File: config.mk
export PLATFORM = sky130hd
export DESIGN_NAME = mpa_fifo
export DESIGN_NICKNAME = d
export VERILOG_FILES = /design/src/design/mpa_fifo.sv
export SDC_FILE = /design/constraint.sdc
export NUM_CORES = 1
export LEC_CHECK = 0
export BUFFER_PORTS_ARGS = -buffer_cell sky130_fd_sc_hd__buf_2
export CAP_MARGIN = 10
export CORE_MARGIN = 5
export CORE_UTILIZATION = 52
export CTS_CLUSTER_DIAMETER = 40
export DETAILED_ROUTE_END_ITERATION = 12
export GPL_TIMING_DRIVEN = 0
export PLACE_DENSITY = 0.8
export SLEW_MARGIN = 25
export SYNTH_ARGS = -nofsm -noshare
export SYNTH_HDL_FRONTEND = slang
export SYNTH_SLANG_ARGS = --single-unit
File: constraint.sdc
create_clock -name clk_i -period 3.3 [get_ports clk_i]
set_clock_uncertainty 0.15 [all_clocks]
set_input_delay 0.495 -clock clk_i [delete_from_list [all_inputs] [get_ports clk_i]]
set_output_delay 0.495 -clock clk_i [all_outputs]
set_load 0.03 [all_outputs]
File: src/design/mpa_fifo.sv
`timescale 1ns / 1ps
// Small register FIFO, used between front and back end and as the result queue.
// Depends on nothing.
module mpa_fifo #(
  parameter int WIDTH = 8,
  parameter int DEPTH = 2
) (
  input  logic             clk_i,
  input  logic             rst_ni,
  input  logic             push_i,
  input  logic [WIDTH-1:0] data_i,
  output logic             full_o,
  input  logic             pop_i,
  output logic [WIDTH-1:0] data_o,
  output logic             empty_o
);

  localparam int PTR_W = (DEPTH > 1) ? $clog2(DEPTH) : 1;
  localparam int CNT_W = $clog2(DEPTH + 1);

  logic [WIDTH-1:0] slot_q [DEPTH];
  logic [PTR_W-1:0] wr_ptr_q, wr_ptr_d;
  logic [PTR_W-1:0] rd_ptr_q, rd_ptr_d;
  logic [CNT_W-1:0] count_q, count_d;
  logic             do_push, do_pop;

  assign full_o  = (count_q == CNT_W'(DEPTH));
  assign empty_o = (count_q == '0);
  assign do_push = push_i && !full_o;
  assign do_pop  = pop_i && !empty_o;
  assign data_o  = slot_q[rd_ptr_q];

  always_comb begin
    wr_ptr_d = wr_ptr_q;
    rd_ptr_d = rd_ptr_q;
    count_d  = count_q;
    if (do_push) begin
      wr_ptr_d = (wr_ptr_q == PTR_W'(DEPTH - 1)) ? '0 : wr_ptr_q + 1'b1;
    end
    if (do_pop) begin
      rd_ptr_d = (rd_ptr_q == PTR_W'(DEPTH - 1)) ? '0 : rd_ptr_q + 1'b1;
    end
    if (do_push && !do_pop) begin
      count_d = count_q + 1'b1;
    end else if (do_pop && !do_push) begin
      count_d = count_q - 1'b1;
    end
  end

  always_ff @(posedge clk_i or negedge rst_ni) begin
    if (!rst_ni) begin
      wr_ptr_q <= '0;
      rd_ptr_q <= '0;
      count_q  <= '0;
    end else begin
      wr_ptr_q <= wr_ptr_d;
      rd_ptr_q <= rd_ptr_d;
      count_q  <= count_d;
    end
  end

  always_ff @(posedge clk_i) begin
    if (do_push) begin
      slot_q[wr_ptr_q] <= data_i;
    end
  end

endmodule

==> results.md <==
- The clock network is responsible for 20.2% of the overall power.
- The number of antenna violations at the first check in global routing is 0.
- After detailed routing, the number of vias per cell comes to 5.105.
- The number of nets in the synthesized netlist is 57.
- On the final layout, the worst hold slack is 239.7 ps.
- Max-cap violations in this run came to 0.
- The signal arrival time at the worst endpoint is 1400 ps.
- VDD sags by at most 0.5995 mV.
- The via count of the first global-routing pass is 461.
- The die is 48.78 um wide.
- The data required time of the worst path is 2650 ps.
- The largest individual stage delay along the critical path comes from the cell sky130_fd_sc_hd__mux2_2.
- The sequential share of power is 40.9%.
- In this run, the number of DRC markers left after iteration 0 of detailed routing was 6.
- The share of the Yosys chip area taken by registers is 74.24%.
- After clock tree synthesis, the repair step resized 0 gates.
- Counting flops and latches in the post-synthesis netlist gives 20.
- Summed over all nets, the switching power comes to 0.3429 mW.
- STA classifies the critical path startpoint as a register.
- The via total after detailed routing is 439.
- Entering global routing, the biggest net connects 13 pins.
- Summed over all layers, the global routing overflow is 0.
- Net switching is 35.92% of the power.
- The TritonCTS clock tree is done.
- The tightest min-delay check is of the input pin to register type.
- The run finished with clean final reports.
- The half-perimeter wire length after detailed placement is 990.5 um.
- In this design, the stage delay of the slowest critical-path cell is 360 ps.
- The hold path depth is 1.
- Setup repair after global routing left no endpoint under its margin.
- The most prevalent standard cell on the critical path is sky130_fd_sc_hd__buf_2.
- Combinational logic burns 38.8% of the power.
- The total negative slack for setup checks is 0 ps.
- The gate count of the mapped netlist is 44.
- Synthesis instantiated 15 different standard cells from the library.
- The critical path goes through buf_2 > mux2_2 > buf_2.
- The routability congestion estimate is 0.6361.
- The total of warnings raised by yosys is 0.
- The total global-route track usage is 12.71%.
- The post-synthesis to final-layout area growth is 24.00%.
- In this run the mean area of a mapped cell was 17.77 sq um.
- The total power consumption of the routed design is 0.9547 mW.
- In the layout the commonest cells are 22 x sky130_fd_sc_hd__buf_2, 16 x sky130_fd_sc_hd__edfxtp_1, 6 x sky130_fd_sc_hd__mux2_1, 4 x sky130_fd_sc_hd__dfrtp_1.
- The cell-internal power is 0.6117 mW.
- The clock period minus final worst setup slack is 2045 ps.
- The hold violation count in the final report is 0.
- The number of iterations in the first detailed-routing pass is 2.
- TritonCTS created 3 clock buffers.
- In this run the power density over the cells is 984.5 mW/mm^2.
- The first global-routing pass estimated 2242 um of wire.
- In the routed design, unresolved DRC markers number 0.
- The mapped netlist covers 782.0 sq um.
- The final layout contains 84 nets.
- Counting along the longest clock path gives a buffer depth of 2.
- The total clock sinks is 20.
- Summed over all cells, the static leakage comes to 0.4103 nW.
- The final antenna diode count is 0.
- The length in cells of the worst reg-to-reg path is 3.
- At the later pin of the worst-skew pair, clock insertion delay measures 290 ps.
- The total area inside the core boundary comes to 0.001471 sq mm.
- The count of buffers added on input and output ports is 21.
- The commonest non-fill, non-tap cell in the layout is sky130_fd_sc_hd__buf_2.
- The highest net fanout along the worst path is 9.
- The number of routed nets with antenna violations is 0.
- The floorplan step defined a die boundary enclosing 0.002379 sq mm.
- Setup violations remaining at the end of the flow were counted as 0.
- The final-report max-slew violation count was 0.
- The die height is 48.78 um.
- The fraction of final layout cells sized beyond drive strength 1 is 42.86%.
- The initial utilization of the core area, before any placement, comes to 53.15%.
- The routed wire length is 1352 um.
- CTS built an H-tree with a depth of 1.
- The register clock-pin slew on the reported worst setup and hold paths is 110 ps.
- The critical path is of the register to primary output type.
- The number of top-level pins is 22.
- At the pin with the least slew margin, the transition time is 649.5 ps.
- The post-detailed-route wirelength per cell is 15.72 um.
- The row count is 14.
- STA classifies the critical path endpoint as a primary output.
- The root cell of the clock tree is sky130_fd_sc_hd__clkbuf_4.
- Measured against its own limit, the worst slew margin works out to 56.54%.
- The highest clock rate is 489.1 MHz.
- The share of the clock period used by the worst path after layout is 61.96%.
==> synthesized netlist by cell type <==
master                      n  share of area, %
sky130_fd_sc_hd__nand2_2    1              0.80
sky130_fd_sc_hd__o21ai_1    1              0.64
sky130_fd_sc_hd__buf_2      1              0.64
sky130_fd_sc_hd__dfrtp_1    4                13
sky130_fd_sc_hd__nor2_1     3               1.4
sky130_fd_sc_hd__xnor2_2    1               2.1
sky130_fd_sc_hd__xor2_1     2               2.2
sky130_fd_sc_hd__and3_1     1              0.80
sky130_fd_sc_hd__edfxtp_1  16                61
sky130_fd_sc_hd__nand2b_1   1              0.80
sky130_fd_sc_hd__inv_1      2              0.96
sky130_fd_sc_hd__mux2_2     2               2.9
sky130_fd_sc_hd__mux2_1     6               8.6
sky130_fd_sc_hd__ha_1       1               1.6
sky130_fd_sc_hd__xnor2_1    2               2.2
==> through the flow <==
step                      setup slack [ps]  area [sq um]  std cells  util (%)
after floorplan                       1703         782.0         44         -
after global placement                1515         907.1         81     61.65
after detailed placement              1512         907.1         81     61.65
after CTS                             1237         969.7         86     65.90
after global routing                  1157         969.7         86     65.90
final                                 1255         969.7         86     65.90
==> power by group through the flow <==
stage          Sequential [mW]  Combinational [mW]  Clock (mW)
2_1_floorplan            0.384               0.287           0
3_3_place_gp             0.389               0.367           0
3_5_place_dp             0.394               0.379           0
4_1_cts                  0.392               0.378       0.195
5_1_grt                  0.398               0.402       0.209
6_report                 0.391               0.371       0.193
==> cell families (layout without fill, tap and decap cells) <==
kind of cell / Yosys count / in the layout / share of synthesized area (%)
and+or+nand+nor: 6 / 6 / 3.841
xor gates and xnor gates: 5 / 5 / 6.561
buffers and inverters: 3 / 29 / 1.600
AOI/OAI and AO/OA: 1 / 1 / 0.6394
muxes: 8 / 8 / 11.52
DFF: 20 / 20 / 74.24
adders and majority gates: 1 / 1 / 1.600
==> layout make-up <==
class / count / area, sq um
Fill cell: 121 / 501.7
Tap cell: 16 / 20.02
Inverter: 2 / 7.507
Timing Repair Buffer: 22 / 115.1
Multi-Input combinational cell: 21 / 188.9
Clock buffer: 3 / 22.52
Buffer: 1 / 5.005
Sequential cell: 20 / 580.6
Clock inverter: 1 / 30.03
==> worst max-delay path: cells and delay by family (launching register included) <==
kind                   cells  cell delay (ps)
buffers and inverters      2              410
muxes                      1              360
DFF                        1              340
==> metal layers <==
layer / part of all wire (%) / routed length (um) / track usage (%) / up-vias
met2: 54 / 725 / 21.74 / 13
met4: 2.1 / 28 / 5.381 / 0
met1: 39 / 523 / 15.31 / 215
met5: 0 / 0 / 0 / -
li1: - / - / - / 209
met3: 5.5 / 74 / 2.752 / 2
==> path summary, 6_finish.rpt <==
kind / from / slack (ps) / end
min: data_i[3] / 240 / slot_q[0][3]
max in group asynchronous: rst_ni / 2510 / rd_ptr_q
max reg2reg: count_q[0] / 1550 / slot_q[0][2]
min reg2reg: wr_ptr_q / 380 / wr_ptr_q
min in group asynchronous: rst_ni / 370 / wr_ptr_q
max: rd_ptr_q / 1260 / data_o[7]
==> what timing repair did <==
item | in CTS | in global routing
hold endpoints to repair | 4 | 0
hold buffers | 1 | 0
buffers inserted | 0 | 0
==> registers in the layout, summed over array words and instances (netlist names) <==
signal    count
slot_q       16
count_q       2
rd_ptr_q      1
wr_ptr_q      1
(Power assumes the default switching activity.)
