`src/design/mpa_pkg.sv`:
```
`timescale 1ns / 1ps
// Shared types and constants for the max pooling with argmax block.
// No dependencies; imported by mpa_front, mpa_back and the top level.
package mpa_pkg;

  localparam int IDX_W   = 28;  // flat input index
  localparam int ROW_W   = 10;  // row counter, rows below 1024
  localparam int PLANE_W = 8;   // channel counter, planes below 256
  localparam int DIM_W   = 13;  // effective width, holds up to 8191
  localparam int PEFF_W  = 7;   // effective pool size, holds up to 127

  localparam int CFG_IDX_W  = 2;
  localparam int CFG_DATA_W = 11;

  localparam int WIDTH_REG_W    = 11;
  localparam int HEIGHT_REG_W   = 11;
  localparam int CHANNEL_REG_W  = 9;
  localparam int POOL_REG_W     = 5;

  localparam logic [WIDTH_REG_W-1:0]   WIDTH_RESET    = 11'd32;
  localparam logic [HEIGHT_REG_W-1:0]  HEIGHT_RESET   = 11'd32;
  localparam logic [CHANNEL_REG_W-1:0] CHANNEL_RESET  = 9'd1;
  localparam logic [POOL_REG_W-1:0]    POOL_RESET     = 5'd2;

  localparam logic [HEIGHT_REG_W-1:0]  HEIGHT_MAX     = 11'd1024;
  localparam logic [CHANNEL_REG_W-1:0] CHANNEL_MAX    = 9'd256;

  typedef enum logic [CFG_IDX_W-1:0] {
    REG_IMAGE_WIDTH   = 2'd0,
    REG_IMAGE_HEIGHT  = 2'd1,
    REG_CHANNEL_COUNT = 2'd2,
    REG_POOL_SIZE     = 2'd3
  } mpa_reg_e;

  // Per-pixel classification handed from the front end to the back end.
  typedef struct packed {
    logic first;       // opens a window
    logic last;        // closes a window, a result follows
    logic frame_last;  // closes the final full window of the frame
  } mpa_flags_t;

  localparam int FLAGS_W = $bits(mpa_flags_t);

endpackage

```
`src/design/mpa_front.sv`:
```
`timescale 1ns / 1ps
// Front end: configuration registers, raster position counters and per-pixel
// classification (window slot, first/last, frame end). Uses mpa_pkg.
module mpa_front
  import mpa_pkg::*;
#(
  parameter int MAX_WIDTH = 1024,
  parameter int MAX_POOL  = 16,
  parameter int DATA_BITS = 16,
  parameter int SLOT_W    = 10
) (
  input  logic                        clk_i,
  input  logic                        rst_ni,
  input  logic                        cfg_valid_i,
  output logic                        cfg_ready_o,
  input  logic [CFG_IDX_W-1:0]        cfg_index_i,
  input  logic [CFG_DATA_W-1:0]       cfg_data_i,
  input  logic                        accept_i,
  input  logic signed [DATA_BITS-1:0] pixel_i,
  output logic [SLOT_W-1:0]           slot_o,
  output logic signed [DATA_BITS-1:0] pixel_o,
  output logic [IDX_W-1:0]            index_o,
  output mpa_flags_t                  flags_o
);

  localparam int POOL_W = (MAX_POOL > 1) ? $clog2(MAX_POOL) : 1;

  logic [WIDTH_REG_W-1:0]   width_q;
  logic [HEIGHT_REG_W-1:0]  height_q;
  logic [CHANNEL_REG_W-1:0] channels_q;
  logic [POOL_REG_W-1:0]    pool_q;

  logic [SLOT_W-1:0]  col_q, col_d;
  logic [ROW_W-1:0]   row_q, row_d;
  logic [PLANE_W-1:0] plane_q, plane_d;
  logic [IDX_W-1:0]   flat_q, flat_d;
  logic [POOL_W-1:0]  win_col_q, win_col_d;
  logic [POOL_W-1:0]  win_row_q, win_row_d;
  logic [SLOT_W-1:0]  slot_q, slot_d;

  logic [DIM_W-1:0]         w_eff;
  logic [HEIGHT_REG_W-1:0]  h_eff;
  logic [CHANNEL_REG_W-1:0] c_eff;
  logic [PEFF_W-1:0]        p_eff;
  logic                     cfg_write;
  logic                     col_end, row_end, plane_end;
  logic                     wc_end, wr_end;
  logic                     right_done, bottom_done;

  assign cfg_ready_o = 1'b1;
  assign cfg_write   = cfg_valid_i && cfg_ready_o;

  always_ff @(posedge clk_i or negedge rst_ni) begin
    if (!rst_ni) begin
      width_q    <= WIDTH_RESET;
      height_q   <= HEIGHT_RESET;
      channels_q <= CHANNEL_RESET;
      pool_q     <= POOL_RESET;
    end else if (cfg_write) begin
      unique case (mpa_reg_e'(cfg_index_i))
        REG_IMAGE_WIDTH:   width_q    <= cfg_data_i;
        REG_IMAGE_HEIGHT:  height_q   <= cfg_data_i;
        REG_CHANNEL_COUNT: channels_q <= cfg_data_i[CHANNEL_REG_W-1:0];
        REG_POOL_SIZE:     pool_q     <= cfg_data_i[POOL_REG_W-1:0];
        default: ;
      endcase
    end
  end

  // Out-of-range settings are clamped into their legal span.
  always_comb begin
    if (width_q == '0) begin
      w_eff = DIM_W'(1);
    end else if (DIM_W'(width_q) > DIM_W'(MAX_WIDTH)) begin
      w_eff = DIM_W'(MAX_WIDTH);
    end else begin
      w_eff = DIM_W'(width_q);
    end
    if (height_q == '0) begin
      h_eff = HEIGHT_REG_W'(1);
    end else if (height_q > HEIGHT_MAX) begin
      h_eff = HEIGHT_MAX;
    end else begin
      h_eff = height_q;
    end
    if (channels_q == '0) begin
      c_eff = CHANNEL_REG_W'(1);
    end else if (channels_q > CHANNEL_MAX) begin
      c_eff = CHANNEL_MAX;
    end else begin
      c_eff = channels_q;
    end
    if (pool_q == '0) begin
      p_eff = PEFF_W'(1);
    end else if (PEFF_W'(pool_q) > PEFF_W'(MAX_POOL)) begin
      p_eff = PEFF_W'(MAX_POOL);
    end else begin
      p_eff = PEFF_W'(pool_q);
    end
  end

  assign col_end   = (DIM_W'(col_q) + DIM_W'(1)) >= w_eff;
  assign row_end   = (HEIGHT_REG_W'(row_q) + HEIGHT_REG_W'(1)) >= h_eff;
  assign plane_end = (CHANNEL_REG_W'(plane_q) + CHANNEL_REG_W'(1)) >= c_eff;
  assign wc_end    = (PEFF_W'(win_col_q) + PEFF_W'(1)) == p_eff;
  assign wr_end    = (PEFF_W'(win_row_q) + PEFF_W'(1)) == p_eff;

  // On a closing pixel col+1 is a multiple of the pool; it is the last full
  // window of the row when another whole window no longer fits.
  assign right_done  = (DIM_W'(col_q) + DIM_W'(1) + DIM_W'(p_eff)) > w_eff;
  assign bottom_done = (DIM_W'(row_q) + DIM_W'(1) + DIM_W'(p_eff)) > DIM_W'(h_eff);

  always_comb begin
    flags_o.first      = (win_col_q == '0) && (win_row_q == '0);
    flags_o.last       = wc_end && wr_end;
    flags_o.frame_last = wc_end && wr_end && plane_end && right_done && bottom_done;
  end

  assign slot_o  = slot_q;
  assign pixel_o = pixel_i;
  assign index_o = flat_q;

  always_comb begin
    col_d     = col_q;
    row_d     = row_q;
    plane_d   = plane_q;
    flat_d    = flat_q;
    win_col_d = win_col_q;
    win_row_d = win_row_q;
    slot_d    = slot_q;
    if (cfg_write) begin
      col_d     = '0;
      row_d     = '0;
      plane_d   = '0;
      flat_d    = '0;
      win_col_d = '0;
      win_row_d = '0;
      slot_d    = '0;
    end else if (accept_i) begin
      flat_d = flat_q + 1'b1;
      if (col_end) begin
        col_d     = '0;
        win_col_d = '0;
        slot_d    = '0;
        if (row_end) begin
          row_d     = '0;
          win_row_d = '0;
          if (plane_end) begin
            plane_d = '0;
            flat_d  = '0;
          end else begin
            plane_d = plane_q + 1'b1;
          end
        end else begin
          row_d     = row_q + 1'b1;
          win_row_d = wr_end ? '0 : win_row_q + 1'b1;
        end
      end else begin
        col_d     = col_q + 1'b1;
        win_col_d = wc_end ? '0 : win_col_q + 1'b1;
        slot_d    = wc_end ? slot_q + 1'b1 : slot_q;
      end
    end
  end

  always_ff @(posedge clk_i or negedge rst_ni) begin
    if (!rst_ni) begin
      col_q     <= '0;
      row_q     <= '0;
      plane_q   <= '0;
      flat_q    <= '0;
      win_col_q <= '0;
      win_row_q <= '0;
      slot_q    <= '0;
    end else begin
      col_q     <= col_d;
      row_q     <= row_d;
      plane_q   <= plane_d;
      flat_q    <= flat_d;
      win_col_q <= win_col_d;
      win_row_q <= win_row_d;
      slot_q    <= slot_d;
    end
  end

endmodule

```
`config.mk`:
```
export PLATFORM = sky130hd
export DESIGN_NAME = mpa_front
export DESIGN_NICKNAME = d
export VERILOG_FILES = /design/src/design/mpa_pkg.sv /design/src/design/mpa_front.sv
export SDC_FILE = /design/constraint.sdc
export NUM_CORES = 1
export LEC_CHECK = 0
export BUFFER_PORTS_ARGS = -buffer_cell sky130_fd_sc_hd__buf_2
export CAP_MARGIN = 15
export CORE_MARGIN = 5
export CORE_UTILIZATION = 54
export DETAILED_ROUTE_END_ITERATION = 6
export GPL_ROUTABILITY_DRIVEN = 0
export PLACE_DENSITY_LB_ADDON = 0.05
export RECOVER_POWER = 25
export SYNTH_ARGS = -nofsm -noshare
export SYNTH_HDL_FRONTEND = slang
export SYNTH_SLANG_ARGS = --single-unit
```
`constraint.sdc`:
```
create_clock -name clk_i -period 3.6 [get_ports clk_i]
set_input_delay 0.18 -clock clk_i [delete_from_list [all_inputs] [get_ports clk_i]]
set_output_delay 0.18 -clock clk_i [all_outputs]
set_load 0.02 [all_outputs]
```
==> results.sh <==
export IMPL_finClkSkew_ns=0.0142
export IMPL_synth_top_family_by_area="simple AND/OR/NAND/NOR gates"
export IMPL_num_rows=45
export IMPL_h_tree_depth=3
export IMPL_reg2reg_from="row_q[1]"
export IMPL_ys_ff_latch=110
export IMPL_cpMaxStageDelayCell="dfstp_2"
export IMPL_drc=0
export IMPL_pre_cts_slack_ns=-0.0785
export IMPL_insertion_delay_ns=0.37
export IMPL_grt_pass1_wl_mm=36.7
export IMPL_crit_end="flags_o[0]"
export IMPL_reg2reg_slack_ns=0.22
export IMPL_worstSetupPathType="reg2out"
export IMPL_slowest_delay_ns=0.54
export IMPL_yosys_area_share_simple_pct=20.7
export IMPL_die_h_um=133
export IMPL_io_buffers=57
export IMPL_dr_pass1_iters=5
export IMPL_grt_setup_unrepaired="yes"
export IMPL_cts_buffer_depth=2
export IMPL_ys_flop_type="dfrtp_1"
export IMPL_start_kind="flip-flop"
export IMPL_relSlewSlack_pct=-15.2
export IMPL_synth_area_leaders="dfrtp_1, ha_1, mux2_2, nand2_1, nand3_1"
export IMPL_worst_pin_slew_ns=1.73
export IMPL_outcome="finished with violations"
export IMPL_route_met3_wl_um=775
export IMPL_violations="max-capacitance violations, max-slew violations, negative setup slack"
export IMPL_grt_max_degree=85
export IMPL_vdd_ir_drop_max_mv=0.265
export IMPL_p_comb_share_pct=31.5
export IMPL_arrival_ns=3.75
export IMPL_cts_made_buffers=9
export IMPL_drive_gt1_share_pct=22.7
export IMPL_whs_path_depth=2
export IMPL_final_nets=1085
export IMPL_netlist_area_um2=8160
export IMPL_wl_met2_mm=10.8
export IMPL_antenna_left=0
export IMPL_yosysSeqAreaShare_pct=33.8
export IMPL_cts_sinks=110
export IMPL_setup_ws_ns=-0.329
export IMPL_cap_violations=1
export IMPL_p_per_area_nw_per_um2=374
export IMPL_yosysWarnings=0
export IMPL_ioPinCount=91
export IMPL_fin_crit_sh_pct=109
export IMPL_routedWlPerCell_um=18.9
export IMPL_netlist_instances=905
export IMPL_ff2ff_path_depth=12
export IMPL_antenna_found_initial=0
export IMPL_synth_top_area_share_pct=32.5
export IMPL_critPathRequiredTime_ns=3.42
export IMPL_core_area_um2=15000
export IMPL_synth_edff_count=0
export IMPL_cp_startpoint="pool_q[1]"
export IMPL_p_sw_uw=1190
export IMPL_p_int_uw=2290
export IMPL_grt_pass1_vias=7309
export IMPL_synth_fa_ha_area_share_pct=11.5
export IMPL_grt_use_total_pct=25.4
export IMPL_yosysTopAreaCell="dfrtp_1"
export IMPL_r2r_end="index_o[2]"
export IMPL_power_uw=3480
export IMPL_synth_xor_area_share_pct=5.49
export IMPL_overflow=0
export IMPL_fillers=1306
export IMPL_max_freq_mhz=255
export IMPL_top_layer_used="met4"
export IMPL_synth_nets=1011
export IMPL_setup_viol=1
export IMPL_die_area_um2=17700
export IMPL_initial_core_util_pct=54.3
export IMPL_switching_share_pct=34.1
export IMPL_crit_fanout=2
export IMPL_ys_types=78
export IMPL_period_minus_slack_ns=3.93
export IMPL_clkTransAtPathRegs_ns=0.07
export IMPL_root_buffer="clkbuf_16"
export IMPL_vias_per_cell=6.18
export IMPL_hold_viol=0
export IMPL_final_max_slew_viol_count=70
export IMPL_cts_tree="built"
export IMPL_die_w_um=133
export IMPL_p_clk_share_pct=27.8
export IMPL_syn_to_final_growth_pct=14.2
export IMPL_power_frac_seq_pct=40.7
export IMPL_muxShareOfSynthArea_pct=5.89
export IMPL_leakage_uw=0.00437
export IMPL_initialDrtViolationCount=458
export IMPL_n_antenna_cell=0
export IMPL_end_kind="output port"
export IMPL_critical_path_cell_chain="nor3_2 -> o21ba_2 -> inv_2 -> ha_4 -> fa_2 -> inv_2 -> maj3_2 -> a21o_1 -> a21oi_2 -> nor2_1 -> xor2_1 -> ha_1 -> and3_1 -> nand3_2 -> nor3_2 -> nor4_1 -> o2111a_1 -> buf_6"
export IMPL_met1Wirelength_mm=10.0
export IMPL_totalWireLength_mm=22.2
export IMPL_hold_path_class="in2reg"
export IMPL_dp_hpwl_mm=16.4
export IMPL_num_vias=7243
export IMPL_synth_compound_area_share_pct=17.1
export IMPL_synth_avg_cell_area_um2=9.02
export IMPL_synthArstFlopShare_pct=100
[critical path, delay by kind of cell (launching register included)]
kind | cells | cell delay (ns)
AND/OR/NAND/NOR | 6 | 0.66
buffers and inverters | 3 | 0.26
adder cells (fa/ha/maj) | 4 | 0.93
XOR/XNOR | 1 | 0.15
AO/OA/AOI/OAI | 4 | 0.86
flip-flops | 1 | 0.54
[per-stage QoR]
step / hold slack (ns) / std cells / TNS (ns) / instance area, µm² / util (%)
2_1_floorplan: -0.116 / 905 / 0 / 8160 / -
3_3_place_gp: 0.360 / 1146 / -0.00215 / 8790 / 58.5
3_5_place_dp: 0.360 / 1146 / -0.0785 / 8790 / 58.5
4_1_cts: 0.0601 / 1166 / -0.266 / 9190 / 61.1
5_1_grt: 0.0584 / 1172 / -0.423 / 9320 / 62.0
6_report: 0.0604 / 1172 / -0.329 / 9320 / 62.0
[sequential cells by signal (all words and copies together), names as in the netlist]
signal      cells
col_q          10
slot_o         10
channels_q      9
win_row_q       4
row_q          10
height_q       11
index_o        28
plane_q         8
pool_q          5
win_col_q       4
width_q        11
[Yosys cell counts, drive strengths merged (3+ instances only)]
cell	count
a21oi	29
a21o	10
clkbuf	30
mux2	40
o221ai	11
nor3b	3
o21ai	48
xnor2	27
inv	43
o2111ai	4
a22o	9
ha	71
or3	5
nor4	18
nand4	18
nand3b	5
a211o	5
a31oi	8
nand2	102
buf	23
nand2b	8
o21a	13
and2	10
mux2i	3
nor2	38
dfstp	4
o22ai	6
nor2b	11
nand3	58
o311ai	3
o31ai	4
and3	19
nor3	31
xor2	19
a32o	5
o211ai	18
dfrtp	106
[cell families after synthesis]
family / Yosys count
xor gates and xnor gates: 48
buffers and inverters: 98
muxes: 43
AOI/OAI and AO/OA: 196
DFF: 110
and+or+nand+nor: 335
other: 1
adders and majority gates: 74
[layout by cell type (no fill, tap or decap), types with 25 or more instances in the layout]
| cell type | count |
|---|---|
| dfrtp_1 | 106 |
| nand2_1 | 101 |
| ha_1 | 68 |
| nand3_1 | 55 |
| buf_2 | 55 |
| buf_4 | 54 |
| o21ai_0 | 43 |
| inv_1 | 40 |
| mux2_2 | 40 |
| nor2_1 | 35 |
| nor3_1 | 27 |
| xnor2_1 | 25 |
| a21oi_1 | 25 |
[cell type report]
| cell class | count | area, µm² | share of cell area, % |
|---|---|---|---|
| Timing Repair Buffer | 116 | 757 | 8.12 |
| Inverter | 45 | 169 | 1.81 |
| Sequential cell | 110 | 2760 | 29.6 |
| Clock inverter | 5 | 35.0 | 0.376 |
| Tap cell | 188 | 235 | 2.52 |
| Clock buffer | 11 | 243 | 2.60 |
| Multi-Input combinational cell | 697 | 5120 | 55.0 |
[routing by layer]
layer,up-vias,GRT usage (%)
met2,185,42.8
met3,44,4.52
met5,-,0
met1,3559,33.5
met4,0,7.62
li1,3455,-
[power groups by stage]
stage               clock network [µW]  logic [µW]  registers [µW]
finish                             968        1100            1420
global route                      1050        1220            1430
CTS                                987        1070            1420
detailed placement                   0        1020            1440
global placement                     0         984            1430
floorplan                            0         718            1420
[worst min path at each step]
stage	end	slack [ns]	from
global placement	pixel_o[15]	0.36	pixel_i[15]
floorplan	channels_q[1]	-0.12	rst_ni
CTS	row_q[5]	0.06	rst_ni
global route	width_q[9]	0.06	cfg_data_i[9]
detailed placement	pixel_o[15]	0.36	pixel_i[15]
finish	width_q[9]	0.06	cfg_data_i[9]
[timing repair]
| item | 4_1_cts | 5_1_grt |
|---|---|---|
| hold endpoints to repair | 0 | 14 |
| setup endpoints to repair | 1 | 41 |
| pin swaps | 19 | 1 |
| resized for setup | 23 | 17 |
| gates cloned | 0 | 0 |
| setup buffers | 4 | 3 |
| hold buffers | 0 | 1 |
Note: power is estimated with default switching activity, not from simulation.
